<file path="src/rtl/imufd_pkg.sv">
// Shared types, constants and scale-factor tables for the IMU FIFO packet deframer.
package imufd_pkg;

	// Packet framing
	localparam int unsigned PKT_BYTES = 13;
	localparam int unsigned POS_W     = 4;
	localparam logic [POS_W-1:0] PKT_LAST = POS_W'(PKT_BYTES - 1);
	localparam logic [POS_W-1:0] POS_FIRST_GYRO = POS_W'(8);

	// Header decode masks
	localparam logic [7:0] HDR_MARKER     = 8'h80;
	localparam logic [7:0] HDR_ACCEL_MASK = 8'h30;
	localparam logic [7:0] HDR_ACCEL_16B  = 8'h20;
	localparam logic [7:0] HDR_GYRO_MASK  = 8'h0C;
	localparam logic [7:0] HDR_GYRO_16B   = 8'h08;

	// Datapath widths
	localparam int unsigned AXIS_W   = 33;
	localparam int unsigned RAW_W    = 16;
	localparam int unsigned FACTOR_W = 33;
	localparam int unsigned CNT_W    = 32;
	localparam int unsigned RANGE_W  = 2;
	localparam int unsigned NUM_HELD = 5;  // axes stored before the last one arrives

	// Fixed point: factors are per-LSB scale in units of 2^-40
	localparam int unsigned FACTOR_FRAC = 40;
	localparam int unsigned FRAC_BITS_DEFAULT = 24;

	// Register reset values
	localparam logic [RANGE_W-1:0] GYRO_RANGE_RST  = 2'd1;
	localparam logic [RANGE_W-1:0] ACCEL_RANGE_RST = 2'd2;

	// Configuration register indexes
	typedef enum logic [0:0] {
		REG_GYRO_RANGE  = 1'b0,
		REG_ACCEL_RANGE = 1'b1
	} reg_index_t;

	// Packet status codes
	typedef enum logic [1:0] {
		STAT_GOOD     = 2'd0,
		STAT_MARKER   = 2'd1,
		STAT_BAD_ENC  = 2'd2
	} pkt_status_t;

	// Request to the axis scaler
	typedef struct packed {
		logic signed [RAW_W-1:0] raw;
		logic                    is_gyro;
		logic [RANGE_W-1:0]      gyro_range;
		logic [RANGE_W-1:0]      accel_range;
	} scale_req_t;

	// Gyro factor: full scale deg/s in rad/s per LSB, times 2^40
	function automatic logic [FACTOR_W-1:0] gyro_factor(input logic [RANGE_W-1:0] rng);
		logic [FACTOR_W-1:0] f;
		case (rng)
			2'd0:    f = 33'd1171270634;
			2'd1:    f = 33'd585635317;
			2'd2:    f = 33'd292817659;
			2'd3:    f = 33'd146408829;
			default: f = 33'd585635317;
		endcase
		return f;
	endfunction

	// Accel factor: full scale g in m/s2 per LSB, times 2^40
	function automatic logic [FACTOR_W-1:0] accel_factor(input logic [RANGE_W-1:0] rng);
		logic [FACTOR_W-1:0] f;
		case (rng)
			2'd0:    f = 33'd5264905129;
			2'd1:    f = 33'd2632452565;
			2'd2:    f = 33'd1316226282;
			2'd3:    f = 33'd658113141;
			default: f = 33'd1316226282;
		endcase
		return f;
	endfunction

endpackage

</file>
<file path="src/rtl/imu_fifo_packet_deframer.sv">
// Top level of the IMU FIFO packet deframer: byte framing, axis scaling and result register.
// Usage:
//   Input channel (in_valid/in_ready, fifo_byte) takes one FIFO byte per request.
//   Every 13 bytes form a packet: header, accel X/Y/Z, gyro X/Y/Z, each axis
//   big-endian signed 16 bits. After the 13th byte one result request goes out
//   on the output channel (out_valid/out_ready) with status, six scaled axes
//   (zero when the header is bad) and saturating bad-header and packet counters.
//   Config channel (cfg_valid/cfg_ready, cfg_index, cfg_data) sets gyro_range
//   (index 0) and accel_range (index 1); always ready, write only while idle.
// Datapath:
//   One byte per cycle sustained while no held result stalls. Each byte is held
//   in the input register; a packet's result is registered when its last byte
//   leaves it. Each even data byte goes through one 16x34 multiply and a rounding
//   add, which is the longest path between the input and result registers.
// Reset:
//   arst_n clears the framing position, counters and valid flags; ranges return
//   to 1000 deg/s and 4 g. No clearing pass is needed.
// Stall:
//   A held result blocks only the last byte of the next packet; all other bytes
//   keep flowing, and in_ready drops only when that byte cannot move on.
module imu_fifo_packet_deframer #(
	parameter int unsigned FRAC_BITS = imufd_pkg::FRAC_BITS_DEFAULT
) (
	input  logic                                   clk,
	input  logic                                   arst_n,
	// Config write channel
	input  logic                                   cfg_valid,
	output logic                                   cfg_ready,
	input  logic [0:0]                             cfg_index,
	input  logic [imufd_pkg::RANGE_W-1:0]          cfg_data,
	// Byte input channel
	input  logic                                   in_valid,
	output logic                                   in_ready,
	input  logic [7:0]                             fifo_byte,
	// Result output channel
	output logic                                   out_valid,
	input  logic                                   out_ready,
	output logic [1:0]                             packet_status,
	output logic signed [imufd_pkg::AXIS_W-1:0]    accel_x,
	output logic signed [imufd_pkg::AXIS_W-1:0]    accel_y,
	output logic signed [imufd_pkg::AXIS_W-1:0]    accel_z,
	output logic signed [imufd_pkg::AXIS_W-1:0]    gyro_x,
	output logic signed [imufd_pkg::AXIS_W-1:0]    gyro_y,
	output logic signed [imufd_pkg::AXIS_W-1:0]    gyro_z,
	output logic [imufd_pkg::CNT_W-1:0]            bad_header_total,
	output logic [imufd_pkg::CNT_W-1:0]            packet_total
);

	localparam int unsigned AW = imufd_pkg::AXIS_W;
	localparam int unsigned CW = imufd_pkg::CNT_W;
	localparam logic [CW-1:0] CNT_MAX = '1;

	// Config registers
	logic [imufd_pkg::RANGE_W-1:0] gyro_range_q;
	logic [imufd_pkg::RANGE_W-1:0] accel_range_q;

	// Input stage
	logic       valid_s1;
	logic [7:0] byte_s1;

	// Framing state
	logic [imufd_pkg::POS_W-1:0] pos_q;
	logic [7:0]                  header_q;
	logic [7:0]                  hold_q;
	logic signed [AW-1:0]        axis_q [imufd_pkg::NUM_HELD];

	// Result register and counters
	logic                 out_valid_q;
	logic [1:0]           status_q;
	logic signed [AW-1:0] res_q [6];
	logic [CW-1:0]        bad_cnt_q;
	logic [CW-1:0]        pkt_cnt_q;

	// Handshake and datapath nets
	logic                    out_free;
	logic                    is_last;
	logic                    adv_s1;
	logic                    emit;
	logic                    is_data_lo;
	logic [2:0]              axis_idx;
	logic [imufd_pkg::POS_W-1:0] pos_m2;
	imufd_pkg::scale_req_t   sreq;
	logic signed [AW-1:0]    scaled;
	imufd_pkg::pkt_status_t  status_d;
	logic [CW-1:0]           bad_cnt_d;
	logic [CW-1:0]           pkt_cnt_d;

	// Config writes: always ready
	assign cfg_ready = 1'b1;

	always_ff @(posedge clk or negedge arst_n) begin
		if (!arst_n) begin
			gyro_range_q  <= imufd_pkg::GYRO_RANGE_RST;
			accel_range_q <= imufd_pkg::ACCEL_RANGE_RST;
		end else if (cfg_valid) begin
			case (imufd_pkg::reg_index_t'(cfg_index))
				imufd_pkg::REG_GYRO_RANGE:  gyro_range_q  <= cfg_data;
				imufd_pkg::REG_ACCEL_RANGE: accel_range_q <= cfg_data;
				default: ;
			endcase
		end
	end

	// Flow control: only the last byte of a packet needs room in the result register
	assign out_free = !out_valid_q || out_ready;
	assign is_last  = (pos_q == imufd_pkg::PKT_LAST);
	assign adv_s1   = valid_s1 && (!is_last || out_free);
	assign emit     = adv_s1 && is_last;
	assign in_ready = !valid_s1 || adv_s1;

	// Input register
	always_ff @(posedge clk or negedge arst_n) begin
		if (!arst_n) begin
			valid_s1 <= 1'b0;
		end else if (in_ready) begin
			valid_s1 <= in_valid;
		end
	end

	always_ff @(posedge clk) begin
		if (in_valid && in_ready) begin
			byte_s1 <= fifo_byte;
		end
	end

	// Axis decode: even positions 2..12 complete an axis
	assign pos_m2     = pos_q - imufd_pkg::POS_W'(2);
	assign axis_idx   = pos_m2[3:1];
	assign is_data_lo = (pos_q != '0) && !pos_q[0];

	assign sreq.raw         = $signed({hold_q, byte_s1});
	assign sreq.is_gyro     = (pos_q >= imufd_pkg::POS_FIRST_GYRO);
	assign sreq.gyro_range  = gyro_range_q;
	assign sreq.accel_range = accel_range_q;

	imufd_axis_scale #(
		.FRAC_BITS(FRAC_BITS)
	) u_scale (
		.req    (sreq),
		.scaled (scaled)
	);

	// Framing position
	always_ff @(posedge clk or negedge arst_n) begin
		if (!arst_n) begin
			pos_q    <= '0;
			header_q <= '0;
			hold_q   <= '0;
		end else if (adv_s1) begin
			pos_q <= is_last ? '0 : pos_q + imufd_pkg::POS_W'(1);
			if (pos_q == '0) begin
				header_q <= byte_s1;
			end else if (pos_q[0]) begin
				hold_q <= byte_s1;
			end
		end
	end

	// Held axis values, written as each of the first five axes completes
	always_ff @(posedge clk) begin
		if (adv_s1 && is_data_lo && !is_last) begin
			axis_q[axis_idx] <= scaled;
		end
	end

	// Header check
	always_comb begin
		if ((header_q & imufd_pkg::HDR_MARKER) != '0) begin
			status_d = imufd_pkg::STAT_MARKER;
		end else if ((header_q & imufd_pkg::HDR_ACCEL_MASK) != imufd_pkg::HDR_ACCEL_16B ||
			(header_q & imufd_pkg::HDR_GYRO_MASK) != imufd_pkg::HDR_GYRO_16B) begin
			status_d = imufd_pkg::STAT_BAD_ENC;
		end else begin
			status_d = imufd_pkg::STAT_GOOD;
		end
	end

	// Saturating counters
	assign pkt_cnt_d = (pkt_cnt_q != CNT_MAX) ? pkt_cnt_q + CW'(1) : pkt_cnt_q;
	assign bad_cnt_d = (status_d != imufd_pkg::STAT_GOOD && bad_cnt_q != CNT_MAX) ?
		bad_cnt_q + CW'(1) : bad_cnt_q;

	always_ff @(posedge clk or negedge arst_n) begin
		if (!arst_n) begin
			out_valid_q <= 1'b0;
			pkt_cnt_q   <= '0;
			bad_cnt_q   <= '0;
		end else begin
			if (emit) begin
				out_valid_q <= 1'b1;
				pkt_cnt_q   <= pkt_cnt_d;
				bad_cnt_q   <= bad_cnt_d;
			end else if (out_ready) begin
				out_valid_q <= 1'b0;
			end
		end
	end

	// Result payload
	always_ff @(posedge clk) begin
		if (emit) begin
			status_q <= status_d;
			for (int k = 0; k < 5; k++) begin
				res_q[k] <= (status_d == imufd_pkg::STAT_GOOD) ? axis_q[k] : '0;
			end
			res_q[5] <= (status_d == imufd_pkg::STAT_GOOD) ? scaled : '0;
		end
	end

	assign out_valid        = out_valid_q;
	assign packet_status    = status_q;
	assign accel_x          = res_q[0];
	assign accel_y          = res_q[1];
	assign accel_z          = res_q[2];
	assign gyro_x           = res_q[3];
	assign gyro_y           = res_q[4];
	assign gyro_z           = res_q[5];
	assign bad_header_total = bad_cnt_q;
	assign packet_total     = pkt_cnt_q;

	// Framing position stays inside one packet
	a_pos_range: assert property (@(posedge clk) disable iff (!arst_n)
		pos_q <= imufd_pkg::PKT_LAST)
		else $error("framing position beyond last packet byte");

	// Last byte always lands in the result register
	a_emit_valid: assert property (@(posedge clk) disable iff (!arst_n)
		emit |=> out_valid_q)
		else $error("packet end did not produce a result");

	// Rejected packets never outnumber framed packets
	a_cnt_order: assert property (@(posedge clk) disable iff (!arst_n)
		bad_cnt_q <= pkt_cnt_q)
		else $error("bad header count exceeds packet count");

	// Bad packets carry zero axes (first and last axis checked)
	a_bad_zero: assert property (@(posedge clk) disable iff (!arst_n)
		(out_valid_q && status_q != imufd_pkg::STAT_GOOD) |->
		(res_q[0] == '0 && res_q[5] == '0))
		else $error("bad packet with nonzero axis data");

	// Packet counter advances by one per emitted result until saturation
	a_pkt_step: assert property (@(posedge clk) disable iff (!arst_n)
		(emit && pkt_cnt_q != CNT_MAX) |=> pkt_cnt_q == $past(pkt_cnt_q) + CW'(1))
		else $error("packet counter step wrong");

endmodule

</file>
<file path="src/rtl/imufd_axis_scale.sv">
// Axis scaler: raw 16-bit sample times range factor, rounded to FRAC_BITS fraction bits.
module imufd_axis_scale #(
	parameter int unsigned FRAC_BITS = imufd_pkg::FRAC_BITS_DEFAULT
) (
	input  imufd_pkg::scale_req_t                     req,
	output logic signed [imufd_pkg::AXIS_W-1:0]       scaled
);

	localparam int unsigned SHIFT  = imufd_pkg::FACTOR_FRAC - FRAC_BITS;
	localparam int unsigned PROD_W = imufd_pkg::RAW_W + imufd_pkg::FACTOR_W + 1;
	localparam logic signed [PROD_W-1:0] HALF = PROD_W'(1) <<< (SHIFT - 1);

	logic [imufd_pkg::FACTOR_W-1:0] factor;
	logic signed [PROD_W-1:0]       prod;
	logic signed [PROD_W-1:0]       rounded;
	logic signed [PROD_W-1:0]       shifted;

	// Factor lookup per sensor type
	always_comb begin
		if (req.is_gyro) begin
			factor = imufd_pkg::gyro_factor(req.gyro_range);
		end else begin
			factor = imufd_pkg::accel_factor(req.accel_range);
		end
	end

	// Signed multiply, round half up, arithmetic shift down
	assign prod    = PROD_W'(req.raw) * $signed({1'b0, factor});
	assign rounded = prod + HALF;
	assign shifted = rounded >>> SHIFT;
	assign scaled  = shifted[imufd_pkg::AXIS_W-1:0];

endmodule
</file>
<file path="config.mk">
export PLATFORM = sky130hd
export DESIGN_NAME = imu_fifo_packet_deframer
export DESIGN_NICKNAME = d
export VERILOG_FILES = /design/src/rtl/imufd_pkg.sv /design/src/rtl/imu_fifo_packet_deframer.sv /design/src/rtl/imufd_axis_scale.sv
export SDC_FILE = /design/constraint.sdc
export NUM_CORES = 1
export LEC_CHECK = 0
export ABC_AREA = 1
export BUFFER_PORTS_ARGS = -buffer_cell sky130_fd_sc_hd__buf_2
export CORE_MARGIN = 2
export CORE_UTILIZATION = 56
export DETAILED_ROUTE_END_ITERATION = 6
export PLACE_DENSITY = 0.9
export SKIP_CTS_REPAIR_TIMING = 1
export SLEW_MARGIN = 20
export SYNTH_ARGS = -nofsm -noshare
export SYNTH_HDL_FRONTEND = slang
export SYNTH_HIERARCHICAL = 1
export SYNTH_SLANG_ARGS = --single-unit
export TNS_END_PERCENT = 50
</file>
<file path="constraint.sdc">
create_clock -name clk -period 6.5 [get_ports clk]
set_input_delay 1.3 -clock clk [delete_from_list [all_inputs] [get_ports clk]]
set_output_delay 1.3 -clock clk [all_outputs]
set_load 0.01 [all_outputs]
</file>
==> summary.md, run 1 <==
| Metric | Value |
|---|---|
| Status | `finished, violations left` |
| Failing checks | `design-rule violations, negative setup slack` |
| GPL Wtd Cong | `~1.1` |
| Dpl ws | `-618 ps` |
| Worst-path maximum fanout | `5` |
| Slew headroom | `0.152` |
| Top-count cell post-synth | `inv_1` |
| Asr flop ratio synth | `0.189` |
| Unrepaired setup endpoints after global routing | `true` |
| Vias in the first global route | `roughly 28,000` |
| Crit path buf inv count | `12` |
| Non-Filler Instances | `around 5,200` |
| Reg clk slew, reported paths | `about 60 ps` |
| Post-DR wirelength/cell | `21.5 µm` |
| Setup Crit Path Kind | `flip-flop to flip-flop` |
| Max Fclk | `~0.14 GHz` |
| Num CTS Buffers | `46` |
| Htree depth | `2` |
| Area leader, netlist | `edfxtp_1` |
| Top cells by count, synth | `inv_1, nand2_1, nor2_1` |
| PnR worst setup slack | `-450 ps` |
| Core area | `about 60,000 µm²` |
| Post-Syn Nets | `about 4,300` |
| Syn Std Cell Area | `34,700 µm²` |
| Row Count | `91` |
| Cell count after synthesis | `about 3,700` |
| Inst Count DP | `5,093` |
| Tmin final | `between 6000 and 7000 ps` |
| Num ports | `roughly 280` |
| # clock sinks | `460` |
| Synth top area share | `0.323` |
| CTS tree | `done` |
| Drt initial violations | `about 3,700` |
| Slew Limit Fails | `0` |
| Post-DP HPWL | `79,900 µm` |
| Port Buf Inserts | `~280` |
| Avg Cell Area, Syn | `roughly 9.3 µm²` |
| Top delay family on crit path | `adder cells` |
| Routed wire length | `roughly 110,000 µm` |
| Tot GR Track Use | `0.326` |
| Vias | `29,140` |
| Setup crit end kind | `flip-flop` |
| Clock Path Buffers | `3` |
| Largest cells by area after synthesis | `edfxtp_1, fa_1, inv_1` |
| Clk root buf | `clkbuf_16` |
| Multi-input gate area | `roughly 19,000 µm²` |
| Initial Utilization | `0.564` |
| Fraction of layout cells with a size suffix above 1 | `0.259` |
| Max Cap Violations | `0` |
| Top_reg_cell synth | `edfxtp_1` |
| Slowest-stage cell, CP | `fa_1` |
| Nets | `4,985` |
| Final-layout fill cell count | `~4,100` |
| Fin. Hold Viols | `0` |
| Residual DRC | `1` |
| Post-route cell area | `about 43,000 µm²` |
| Hold Path Stages | `2` |
| Antenna cells | `0` |
| DP Area | `roughly 40,000 µm²` |
| Worst EP arrival | `roughly 7400 ps` |
| Startpoint Class | `flip-flop` |
| GRT overflow | `0` |
| Worst Tran Pin Value | `1270 ps` |
| First-pass GRT wire length | `157,000 µm` |
| Die area | `approximately 64,000 µm²` |
| EDFF count, synth | `between 300 and 400` |
| Sequential element share of the synthesized area | `0.386` |
| Synth Register Bits | `460` |
| Req. time, crit path | `6910 ps` |
| Post-DRT Antenna Nets | `0` |
| Clock skew | `between 20 and 30 ps` |
| Seq. cell area | `about 13,000 µm²` |
| R2R cell count | `31` |
| WP depth | `31` |
| CP peak stage delay | `about 600 ps` |
| Worst hold-check path type | `flip-flop to flip-flop` |
| Die height | `approximately 250 µm` |
| Synth unique cells | `52` |
| Setup violators final | `approximately 180` |
| Initial antenna violation count | `0` |
| Largest net degree at the start of global routing | `roughly 200` |
| Via-to-Cell Ratio | `about 5.6` |
| Syn. warnings | `6` |
| Worst skew pair latency | `about 610 ps` |
| DIE WIDTH | `roughly 250 µm` |
| DRT Pass-1 Iters | `7` |
| Tcrit/Tclk final | `1.07` |
| Area growth syn-to-layout | `24.7%` |
-- cell usage in the layout (no fill, tap or decap), types with 27 or more instances in the layout --
cell / n
a21oi_1: 34
buf_2: 281
buf_4: 371
clkbuf_16: 46
dfrtp_1: 83
edfxtp_1: 373
fa_1: 350
fa_2: 31
ha_1: 155
ha_4: 27
inv_1: 840
inv_2: 49
nand2_1: 696
nand2_2: 58
nand3b_1: 31
nor2_1: 548
nor2_2: 49
nor2_4: 31
o21ai_0: 35
-- cells by family (layout without fill, tap and decap cells) --
group	count (synthesis)	count (layout)	share of synthesized area
simple gates	1511	1511	0.177
buf+inv	979	1677	0.109
fa+ha+maj	566	566	0.287
flops	460	460	0.386
compound gates	166	166	0.0269
xor+xnor	59	59	0.0149
other cells	1	1	0.000108
-- metal layers --
layer	vias to the layer above	routed length [µm]	global-route usage
met5	-	0	0
met4	0	7080	0.157
met3	521	12100	0.0668
met2	2126	53000	0.535
met1	13971	40200	0.415
li1	12522	-	-
-- registers in the layout (all words and copies together) (netlist names) --
signal and flops:
res_q 198, axis_q 165, bad_header_total 32, packet_total 32, byte_s1 8, hold_q 8
header_q 5, pos_q 4, accel_range_q 2, gyro_range_q 2, packet_status 2, out_valid 1
valid_s1 1
-- final cells by class --
class	instances	share of cell area
inverter	898	0.0782
tap	790	0.0229
clock buffer	58	0.0283
sequential	460	0.309
timing repair buffer	694	0.111
clock inverter	27	0.00660
multi-input combinational	2303	0.444
-- worst paths after layout --
| kind | start | endpoint | slack (ps) |
|---|---|---|---|
| min in group asynchronous | arst_n | hold_q[1] | 560 |
| max reg2reg | accel_range_q[1] | res_q[5][23] | -450 |
| min | header_q[2] | header_q[2] | 490 |
| max | accel_range_q[1] | res_q[5][23] | -450 |
| min reg2reg | header_q[2] | header_q[2] | 490 |
| max in group asynchronous | arst_n | bad_header_total[8] | 4680 |
-- tightest hold or removal path: cells and delay by family, from the launching register on --
kind | cells | cell delay [ps]
compound gates | 1 | 60
flops | 1 | 340
simple gates | 1 | 50
-- through the flow --
| step | TNS [ps] | utilization | hold slack (ps) |
|---|---|---|---|
| final | -38560 | 0.704 | 493 |
| after global routing | -79240 | 0.704 | 523 |
| after CTS | -72870 | 0.668 | 494 |
| after detailed placement | -65550 | 0.644 | 475 |
| after global placement | -46820 | 0.644 | 468 |
| after floorplan | 0 | - | 451 |
Power of run 1 is not shown: default switching activity piles up to over one toggle a cycle in this logic, so the estimate is an artifact.
==> run 2, diff against run 1 <==
- SETUP_SLACK_MARGIN: unset -> 0.05
==> run 2 against run 1 <==
Against the previous run:
- the flow finishes with violations (negative setup slack)
- largest cell class unchanged
- clock skew shrank 9.8 ps
- non-clock buffer count grew 16
- critical path depth fell by 5
- hold slack better by 4.8 ps
- cell area grew 1.1%
- sequential share of layout area down 0.33 points
- first-iteration DRC count shrank 0.30%
- via count is 1.1% higher
==> summary.md, run 2 (synthesized netlist as in run 1, its figures left out) <==
| Metric | Value |
|---|---|
| Hold WS | `498 ps (was 493 ps)` |
| Slew headroom | `0.241 (was 0.152)` |
| Max FFs per register | `198 (unchanged)` |
| Fin. Hold Viols | `0 (unchanged)` |
| Status | `finished, violations left (unchanged)` |
| Core area | `61,500 µm² (unchanged)` |
| Worst skew pair latency | `600 ps (was 610 ps)` |
| Tmin final | `7200 ps (was 6950 ps)` |
| Residual DRC | `0 (was 1)` |
| Row Count | `91 (unchanged)` |
| Slew Limit Fails | `0 (unchanged)` |
| DIE WIDTH | `253 µm (unchanged)` |
| Port Buf Inserts | `281 (unchanged)` |
| Initial antenna violation count | `1 (was 0)` |
| Dpl ws | `-861 ps (was -618 ps)` |
| Setup crit end kind | `flip-flop (unchanged)` |
| GPL Wtd Cong | `1.04 (was 1.05)` |
| Largest net degree at the start of global routing | `202 (unchanged)` |
| Most flop-heavy register | `res_q (unchanged)` |
| Setup violators final | `185 (was 179)` |
| Drt initial violations | `3,656 (was 3,667)` |
| Tot GR Track Use | `0.328 (was 0.326)` |
| Req. time, crit path | `6900 ps (was 6910 ps)` |
| GRT overflow | `0 (unchanged)` |
| Vias in the first global route | `28,207 (was 28,489)` |
| Worst hold-check path type | `flip-flop to flip-flop (unchanged)` |
| # clock sinks | `460 (unchanged)` |
| Commonest non-fill, non-tap cell in the layout | `inv_1 (unchanged)` |
| Antenna cells | `0 (unchanged)` |
| Max Cap Violations | `0 (unchanged)` |
| Vias | `29,470 (was 29,140)` |
| Clock Path Buffers | `3 (unchanged)` |
| Startpoint Class | `flip-flop (unchanged)` |
| Failing checks | `negative setup slack (was design-rule violations, negative setup slack)` |
| Post-DR wirelength/cell | `22.3 µm (was 21.5 µm)` |
| Area growth syn-to-layout | `26.0% (was 24.7%)` |
| Post-DRT Antenna Nets | `0 (unchanged)` |
| Fraction of layout cells with a size suffix above 1 | `0.271 (was 0.259)` |
| Tcrit/Tclk final | `1.11 (was 1.07)` |
| Num ports | `283 (unchanged)` |
| First-pass GRT wire length | `157,000 µm (about the same)` |
| DP Area | `39,500 µm² (was 39,600 µm²)` |
| Post-route cell area | `43,700 µm² (was 43,300 µm²)` |
| DRT Pass-1 Iters | `7 (unchanged)` |
| Htree depth | `2 (unchanged)` |
| Final TNS setup | `-42,130 ps (was -38,560 ps)` |
| Unrepaired setup endpoints after global routing | `true (unchanged)` |
| Die area | `64,000 µm² (unchanged)` |
| Setup Crit Path Kind | `flip-flop to flip-flop (unchanged)` |
| Routed wire length | `117,000 µm (was 112,000 µm)` |
| Max Fclk | `0.139 GHz (was 0.144 GHz)` |
| Worst Tran Pin Value | `1140 ps (was 1270 ps)` |
| Initial Utilization | `0.564 (unchanged)` |
| Die height | `253 µm (unchanged)` |
| Worst-path maximum fanout | `6 (was 5)` |
| Nets | `5,002 (was 4,985)` |
| Post-DP HPWL | `80,500 µm (was 79,900 µm)` |
| CTS tree | `done (unchanged)` |
| Reg clk slew, reported paths | `60 ps (about the same)` |
| Clk root buf | `clkbuf_16 (unchanged)` |
| Most frequent cells in the layout | `inv_1, nand2_1, nor2_1 (unchanged)` |
| Clock skew | `17.0 ps (was 26.8 ps)` |
| R2r setup slk | `-700 ps (was -450 ps)` |
| PnR worst setup slack | `-700 ps (was -450 ps)` |
| Largest regs | `res_q x198, axis_q x165 (unchanged)` |
| Via-to-Cell Ratio | `5.61 (was 5.57)` |
| Num CTS Buffers | `47 (was 46)` |
| Worst EP arrival | `7600 ps (was 7360 ps)` |
-- run 2: cell types whose count changed in the layout (fill, tap and decap cells not counted), moves of 6 or more --
| cell | before | now |
|---|---|---|
| nor2_1 | 548 | 541 |
| nand2_1 | 696 | 685 |
| inv_1 | 840 | 834 |
| nand2_2 | 58 | 64 |
| buf_6 | 26 | 45 |
-- run 2: through the flow --
step                utilization  instances
floorplan                     -       3742
CTS                       0.667       5181
global placement          0.643       5093
finish                    0.711       5249
detailed placement        0.643       5093
global route              0.711       5249
-- run 2: worst paths after layout --
path                              from  depth (start not counted)                    to
hold reg to reg            header_q[2]                          2           header_q[2]
setup reg to reg              pos_q[3]                         26          res_q[5][29]
setup / recovery              pos_q[3]                         26          res_q[5][29]
max in group asynchronous       arst_n                          2  bad_header_total[14]
min in group asynchronous       arst_n                          1      accel_range_q[0]
hold / removal             header_q[2]                          2           header_q[2]
-- run 2: worst max-delay path, stage by stage (launching register included) --
cell and delay [ps]:
dfrtp_2 480, buf_4 190, buf_4 150, o21ai_1 370
inv_1 260, nor2_1 200, fa_2 520, fa_2 560
fa_2 450, fa_2 440, fa_1 510, inv_1 60
fa_1 520, inv_2 60, ha_4 280, nand2_2 70
nor2_1 80, inv_1 80, nor2_2 180, inv_2 80
nor4_4 440, nand4_1 400, nand2_1 220, nand2_2 90
nand2_4 80, inv_1 60, nor2_1 160
-- run 2: area by class of cell --
type | instances | area (µm²)
Clock buffer | 59 | 1230
Clock inverter | 29 | 272
Fill cell | 4107 | 17800
Inverter | 898 | 3400
Multi-Input combinational cell | 2303 | 19500
Sequential cell | 460 | 13400
Tap cell | 790 | 988
Timing Repair Buffer | 710 | 4930
-- run 2: routing by layer --
metal / vias to the layer above / global-route usage / wire [µm]
met1: 14152 / 0.419 / 41400
met3: 564 / 0.0638 / 12700
met5: - / 0 / 15
met2: 2185 / 0.544 / 54400
met4: 2 / 0.152 / 8390
li1: 12567 / - / -
Power of run 2 is left out for the same reason.
